### config.mk
export PLATFORM = sky130hd
export DESIGN_NAME = rgb_to_hsl_converter_flat
export DESIGN_NICKNAME = d
export VERILOG_FILES = /design/src/sv/rth_pkg.sv /design/src/sv/rth_if.sv /design/src/sv/rth_front.sv /design/src/sv/rth_div.sv /design/src/sv/rgb_to_hsl_converter.sv /design/src/flat_wrapper.sv
export SDC_FILE = /design/constraint.sdc
export NUM_CORES = 2
export LEC_CHECK = 0
export ABC_AREA = 1
export BUFFER_PORTS_ARGS = -buffer_cell sky130_fd_sc_hd__buf_4
export CORE_AREA = 4 4 290 292
export CTS_CLUSTER_DIAMETER = 60
export CTS_CLUSTER_SIZE = 40
export DETAILED_ROUTE_END_ITERATION = 16
export DIE_AREA = 0 0 294 296
export GPL_TIMING_DRIVEN = 0
export PLACE_DENSITY = 0.74
export REMOVE_ABC_BUFFERS = 1
export SYNTH_ARGS = -nofsm -noshare
export SYNTH_HDL_FRONTEND = slang
export SYNTH_HIERARCHICAL = 1
export SYNTH_SLANG_ARGS = --single-unit
### constraint.sdc
create_clock -name i_clk -period 17.58 [get_ports i_clk]
set_clock_uncertainty 0.2 [all_clocks]
set_input_delay 2.637 -clock i_clk [delete_from_list [all_inputs] [get_ports i_clk]]
set_output_delay 2.637 -clock i_clk [all_outputs]
set_load 0.1 [all_outputs]
### src/sv/rth_pkg.sv
// rth_pkg: widths, constants and stage types for the rgb to hsl converter
// no dependencies; used by every other file of the block
package rth_pkg;

    localparam int CH_W     = 8;   // one color channel
    localparam int HUE_W    = 16;
    localparam int SAT_W    = 17;
    localparam int LSUM_W   = 9;
    localparam int Q_W      = 17;  // quotient bits of each divider
    localparam int DV_W     = 11;  // dividend and divisor width (up to 6 * 255)
    localparam int RM_W     = 12;  // partial remainder, one bit of headroom for the shift
    localparam int STEPS_PER_STAGE = 4;
    localparam int DIV_STAGES = (Q_W + STEPS_PER_STAGE - 1) / STEPS_PER_STAGE;

    // front stage result handed to the dividers
    typedef struct packed {
        logic [DV_W-1:0]   hue_num;
        logic [DV_W-1:0]   hue_den;
        logic [DV_W-1:0]   sat_num;
        logic [DV_W-1:0]   sat_den;
        logic [LSUM_W-1:0] lsum;
        logic              grey;
    } t_front;

endpackage

### src/sv/rth_if.sv
// rth_pix_if and rth_hsl_if: valid/ready channels for pixels and results
// depends on rth_pkg for field widths
interface rth_pix_if import rth_pkg::*; ();
    logic            valid;
    logic            ready;
    logic [CH_W-1:0] red;
    logic [CH_W-1:0] green;
    logic [CH_W-1:0] blue;
    modport source (output valid, red, green, blue, input ready);
    modport sink (input valid, red, green, blue, output ready);
endinterface

interface rth_hsl_if import rth_pkg::*; ();
    logic              valid;
    logic              ready;
    logic [HUE_W-1:0]  hue;
    logic [SAT_W-1:0]  saturation;
    logic [LSUM_W-1:0] lightness_sum;
    modport source (output valid, hue, saturation, lightness_sum, input ready);
    modport sink (input valid, hue, saturation, lightness_sum, output ready);
endinterface

### src/sv/rth_front.sv
// rth_front: max/min search, lightness sum and divider operands, one register stage
// depends on rth_pkg
module rth_front import rth_pkg::*; (
    input  logic            i_clk,
    input  logic            i_en,
    input  logic [CH_W-1:0] i_red,
    input  logic [CH_W-1:0] i_green,
    input  logic [CH_W-1:0] i_blue,
    output t_front          o_front
);

    t_front          n_front;
    t_front          r_front;
    logic [CH_W-1:0] mx;
    logic [CH_W-1:0] mn;
    logic [CH_W-1:0] d;
    logic [DV_W-1:0] dx;
    logic [DV_W-1:0] num;

    // channel extremes and operands
    always_comb begin
        mx = (i_red > i_green) ? i_red : i_green;
        if (i_blue > mx) begin
            mx = i_blue;
        end
        mn = (i_red < i_green) ? i_red : i_green;
        if (i_blue < mn) begin
            mn = i_blue;
        end
        d  = mx - mn;
        dx = DV_W'(d);
        // six-sector numerator, ties resolved red then green
        if (i_red == mx) begin
            num = (i_green == mn) ? (DV_W'(5) * dx + DV_W'(mx - i_blue))
                                  : (dx - DV_W'(mx - i_green));
        end else if (i_green == mx) begin
            num = (i_blue == mn) ? (dx + DV_W'(mx - i_red))
                                 : (DV_W'(3) * dx - DV_W'(mx - i_blue));
        end else begin
            num = (i_red == mn) ? (DV_W'(3) * dx + DV_W'(mx - i_green))
                                : (DV_W'(5) * dx - DV_W'(mx - i_red));
        end
        n_front.lsum    = LSUM_W'(mx) + LSUM_W'(mn);
        n_front.hue_num = num;
        n_front.hue_den = (dx << 2) + (dx << 1);
        n_front.sat_num = dx;
        n_front.sat_den = (n_front.lsum <= LSUM_W'(255)) ? DV_W'(n_front.lsum)
                        : DV_W'(LSUM_W'(510) - n_front.lsum);
        n_front.grey    = (d == '0);
    end

    always_ff @(posedge i_clk) begin
        if (i_en) begin
            r_front <= n_front;
        end
    end

    assign o_front = r_front;

endmodule

### src/sv/rth_div.sv
// rth_div: pipelined restoring divider, num * 2^16 / den with num <= den
// depends on rth_pkg; up to STEPS_PER_STAGE quotient bits per register stage
module rth_div import rth_pkg::*; (
    input  logic            i_clk,
    input  logic            i_en,
    input  logic [DV_W-1:0] i_num,
    input  logic [DV_W-1:0] i_den,
    output logic [Q_W-1:0]  o_quo
);

    logic [RM_W-1:0] r_rem [DIV_STAGES];
    logic [Q_W-1:0]  r_quo [DIV_STAGES];
    logic [DV_W-1:0] r_den [DIV_STAGES];

    for (genvar s = 0; s < DIV_STAGES; s++) begin : g_stage
        logic [RM_W-1:0] rem_in;
        logic [Q_W-1:0]  quo_in;
        logic [RM_W-1:0] n_rem;
        logic [Q_W-1:0]  n_quo;
        logic [DV_W-1:0] den;

        // stage operands, from the ports or the previous stage
        if (s == 0) begin : g_head
            assign rem_in = RM_W'(i_num);
            assign quo_in = '0;
            assign den    = i_den;
        end else begin : g_body
            assign rem_in = r_rem[s-1];
            assign quo_in = r_quo[s-1];
            assign den    = r_den[s-1];
        end

        // up to STEPS_PER_STAGE shift-subtract steps per stage
        always_comb begin
            n_rem = rem_in;
            n_quo = quo_in;
            for (int k = 0; k < STEPS_PER_STAGE; k++) begin
                if (s * STEPS_PER_STAGE + k < Q_W) begin
                    if (s * STEPS_PER_STAGE + k != 0) begin
                        n_rem = n_rem << 1;
                    end
                    if (n_rem >= RM_W'(den)) begin
                        n_rem = n_rem - RM_W'(den);
                        n_quo = {n_quo[Q_W-2:0], 1'b1};
                    end else begin
                        n_quo = {n_quo[Q_W-2:0], 1'b0};
                    end
                end
            end
        end

        always_ff @(posedge i_clk) begin
            if (i_en) begin
                r_rem[s] <= n_rem;
                r_quo[s] <= n_quo;
                r_den[s] <= den;
            end
        end
    end

    assign o_quo = r_quo[DIV_STAGES-1];

endmodule

### src/sv/rgb_to_hsl_converter.sv
// rgb_to_hsl_converter: 8-bit rgb pixel to fixed-point hue, saturation, lightness sum
// result passes through the front stage, 5 divider stages
// (4, 4, 4, 4 and 1 quotient bits) and the output register
// throughput one pixel per cycle; the whole pipeline holds when the output is stalled
// synchronous active-low reset clears the valid bits only; depends on rth_pkg, rth_if,
// rth_front, rth_div
module rgb_to_hsl_converter import rth_pkg::*; (
    input  logic      i_clk,
    input  logic      i_rst_n,
    rth_pix_if.sink   i_pix,
    rth_hsl_if.source o_hsl
);

    logic              adv;
    t_front            front;
    logic [Q_W-1:0]    hue_q;
    logic [Q_W-1:0]    sat_q;
    logic              r_fvld;
    logic              r_dvld [DIV_STAGES];
    logic [LSUM_W-1:0] r_lsum [DIV_STAGES];
    logic              r_grey [DIV_STAGES];
    logic              r_ovld;
    logic [HUE_W-1:0]  r_hue;
    logic [SAT_W-1:0]  r_sat;
    logic [LSUM_W-1:0] r_olsum;

    // pipeline moves whenever the output register is free or being emptied
    assign adv         = !r_ovld || o_hsl.ready;
    assign i_pix.ready = adv;

    rth_front u_front (
        .i_clk   (i_clk),
        .i_en    (adv),
        .i_red   (i_pix.red),
        .i_green (i_pix.green),
        .i_blue  (i_pix.blue),
        .o_front (front)
    );

    rth_div u_hue_div (
        .i_clk (i_clk),
        .i_en  (adv),
        .i_num (front.hue_num),
        .i_den (front.hue_den),
        .o_quo (hue_q)
    );

    rth_div u_sat_div (
        .i_clk (i_clk),
        .i_en  (adv),
        .i_num (front.sat_num),
        .i_den (front.sat_den),
        .o_quo (sat_q)
    );

    // valid bits travel with the data
    always_ff @(posedge i_clk) begin
        if (!i_rst_n) begin
            r_fvld <= 1'b0;
            r_ovld <= 1'b0;
            for (int s = 0; s < DIV_STAGES; s++) begin
                r_dvld[s] <= 1'b0;
            end
        end else if (adv) begin
            r_fvld    <= i_pix.valid;
            r_dvld[0] <= r_fvld;
            for (int s = 1; s < DIV_STAGES; s++) begin
                r_dvld[s] <= r_dvld[s-1];
            end
            r_ovld <= r_dvld[DIV_STAGES-1];
        end
    end

    // sideband beside the dividers and output register
    always_ff @(posedge i_clk) begin
        if (adv) begin
            r_lsum[0] <= front.lsum;
            r_grey[0] <= front.grey;
            for (int s = 1; s < DIV_STAGES; s++) begin
                r_lsum[s] <= r_lsum[s-1];
                r_grey[s] <= r_grey[s-1];
            end
            // grey or black gives zero hue and saturation; a full turn wraps to 0
            r_hue   <= r_grey[DIV_STAGES-1] ? '0 : hue_q[HUE_W-1:0];
            r_sat   <= r_grey[DIV_STAGES-1] ? '0 : SAT_W'(sat_q);
            r_olsum <= r_lsum[DIV_STAGES-1];
        end
    end

    assign o_hsl.valid         = r_ovld;
    assign o_hsl.hue           = r_hue;
    assign o_hsl.saturation    = r_sat;
    assign o_hsl.lightness_sum = r_olsum;

endmodule
### src/flat_wrapper.sv
// flat-port wrapper written by rule: the top's interface ports become plain ports
module rgb_to_hsl_converter_flat import rth_pkg::*;
  (i_clk, i_rst_n, i_pix_valid, i_pix_red, i_pix_green, i_pix_blue, i_pix_ready, o_hsl_valid, o_hsl_hue, o_hsl_saturation, o_hsl_lightness_sum, o_hsl_ready);
  rth_pix_if i_pix_i ();
  rth_hsl_if o_hsl_i ();
  input  logic i_clk;
  input  logic i_rst_n;
  input wire logic [$bits(i_pix_i.valid)-1:0] i_pix_valid;
  input wire logic [$bits(i_pix_i.red)-1:0] i_pix_red;
  input wire logic [$bits(i_pix_i.green)-1:0] i_pix_green;
  input wire logic [$bits(i_pix_i.blue)-1:0] i_pix_blue;
  output wire logic [$bits(i_pix_i.ready)-1:0] i_pix_ready;
  output wire logic [$bits(o_hsl_i.valid)-1:0] o_hsl_valid;
  output wire logic [$bits(o_hsl_i.hue)-1:0] o_hsl_hue;
  output wire logic [$bits(o_hsl_i.saturation)-1:0] o_hsl_saturation;
  output wire logic [$bits(o_hsl_i.lightness_sum)-1:0] o_hsl_lightness_sum;
  input wire logic [$bits(o_hsl_i.ready)-1:0] o_hsl_ready;
  assign i_pix_i.valid = i_pix_valid;
  assign i_pix_i.red = i_pix_red;
  assign i_pix_i.green = i_pix_green;
  assign i_pix_i.blue = i_pix_blue;
  assign i_pix_ready = i_pix_i.ready;
  assign o_hsl_valid = o_hsl_i.valid;
  assign o_hsl_hue = o_hsl_i.hue;
  assign o_hsl_saturation = o_hsl_i.saturation;
  assign o_hsl_lightness_sum = o_hsl_i.lightness_sum;
  assign o_hsl_i.ready = o_hsl_ready;
  rgb_to_hsl_converter u_core (.i_clk(i_clk), .i_rst_n(i_rst_n), .i_pix(i_pix_i), .o_hsl(o_hsl_i));
endmodule
==> results.cfg <==
[global_route]
global_route.usage.total_pct = 22.03
vias_in_the_first_global_route = 32611
largest_net_degree_at_the_start_of_global_routing = 76
initial_antenna_violation_count = 0
grt_overflow_total = 0
global_route_wire_length_before_repair_um = 158800

[route]
avgRoutedWirePerCell_um = 15.04
route.final.wire_length_um = 97290
top_signal_layer_used = met4
wirelength_met1_um = 42470
routed_via_density = 5.323
final_antenna_net_count = 0
dr.pass1.iters = 5
initialDrtViolationCount = 2035
route.vias.total = 34426
route.met2.wl_um = 45830
drc = 0
metal3_wl_um = 4689

[placement]
placement.cell_area_um2 = 42640
detailed_place_hpwl_um = 77640
portBuffers = 71
globalplace.congestion = 0.9546

[die]
die_area_um2 = 87020
rows = 105
floorplan.initialDensity_pct = 50.44
die_x_um = 294
floorplan.die.height_um = 296
top_level_ports = 72
core_region_area_um2 = 81580

[setup_path]
required_ps = 17710
critPathSlowestCell = xor2_1
crit_arrival_ps = 10890
timing.critical_path.from_type = input port
crit_path_max_incr_delay_ps = 550
endpoint_kind = flip-flop
timing_worst_setup_path_type = in -> reg
timing.critical_path.fanout_max = 21
critical-path-top-cell-by-count = nand2_1

[synthesis]
mappedNetlistArea_um2 = 41150
number_of_cells_produced_by_synthesis = 5314
number_of_synthesis_warnings = 6
synth_area_per_cell_um2 = 7.745

[cells_and_area]
antenna_cells_inserted = 0
layout.cell_area.non_filler_um2 = 44220
layout-area-overhead-vs-synth_pct = 7.440
layout.nets = 5898
post_route_cells_drive_above_1_share_pct = 8.336
fin_util_pct = 54.20

[cts]
clk_pin_slew_ps = 90
cts_root_buffer = clkbuf_16
cts-htree-levels = 2
cts_resized = 0
ctsLongestPathBuffers = 3
post-cts-setup-buffer-count = 0
worst_skew_pair.late_latency_ps = 600
clock_sinks = 430
cts_hold_repair.buffers = 0
tritoncts = yes
cts-buffers-inserted = 42

[timing]
worst_slew_margin_rel_pct = 26.57
finalHoldViolCount = 0
final_max_slew_viol_count = 0
timing.hold.ws_ps = 217.3
worst_slew_pin_slew_ps = 1091
rsz0062_at_grt = no
clock.fmax_mhz = 92.95
fin_crit_ps = 10760
timing.final.setup_violations = 0
layout_worst_path_cycle_share_pct = 61.20

[outcome]
outcome = completed

[worst_hold_path]
min-delay-path-class = reg -> reg

[job]
maxCapViolations = 0
==> layout make-up <==
| class | count | area, µm² |
|---|---|---|
| clock inverters | 31 | 489.2 |
| clock buffers | 45 | 1084 |
| multi-input cells | 4042 | 24740 |
| inverters | 770 | 2904 |
| fillers | 7608 | 37370 |
| repair buffers | 80 | 764.5 |
| flip-flops and latches | 430 | 12890 |
| well taps | 1070 | 1339 |
==> routing by layer <==
| layer | up-vias | GRT usage, % |
|---|---|---|
| met4 | 0 | 9.300 |
| li1 | 17741 | - |
| met3 | 219 | 2.486 |
| met5 | - | 0 |
| met2 | 828 | 38.52 |
| met1 | 15638 | 27.79 |
==> cells in the final DEF, fill, tap and decap left out, types with 50 or more instances in the layout <==
master    count
xnor2_1     104
o21ai_0     187
buf_4        71
nand2_1    1419
nand2_2      65
nand3_1     303
xor2_1      228
nand4_1      50
edfxtp_1    428
inv_1       713
a21oi_1     341
nor2_1      362
ha_1        481
==> flip-flops by register name, summed over array words and instances (netlist names), 9 cells and up <==
register and flops:
u_core/o_hsl.lightness_sum 9, u_core/u_front/o_front 46, u_core/o_hsl.saturation 17, u_core/u_sat_div/r_quo 57
u_core/u_hue_div/r_den 44, u_core/o_hsl.hue 16, u_core/u_sat_div/r_den 44, u_core/u_hue_div/r_quo 52
u_core/u_hue_div/r_rem 44, u_core/r_lsum 45, u_core/u_sat_div/r_rem 44
==> through the flow <==
step	setup slack [ps]	TNS [ps]	std cells
after floorplan	2419	0	5242
after global placement	-2131	-2131	6383
after detailed placement	6411	0	6392
after CTS	7001	0	6468
after global routing	6198	0	6468
final	6822	0	6468
==> final timing paths <==
check / from / end / slack (ps) / cells after the start
hold reg to reg: u_core/r_lsum[0][5] / u_core/r_lsum[1][5] / 220 / 0
setup reg to reg: u_core/u_front/o_front[21] / u_core/u_hue_div/r_rem[0][9] / 8890 / 41
hold / removal: u_core/r_lsum[0][5] / u_core/r_lsum[1][5] / 220 / 0
setup / recovery: i_pix_green[1] / u_core/u_front/o_front[53] / 6820 / 45
==> worst max-delay path, delay by kind of cell <==
family,cells,cell delay [ps]
adders and majority gates,6,1990
xor gates and xnor gates,3,960
AOI/OAI and AO/OA,10,2010
and+or+nand+nor,19,2200
buffers and inverters,7,1080
Power is left out: the tool's default activity adds up to more than one toggle a clock period on the data nets, which glitch-free logic cannot reach.
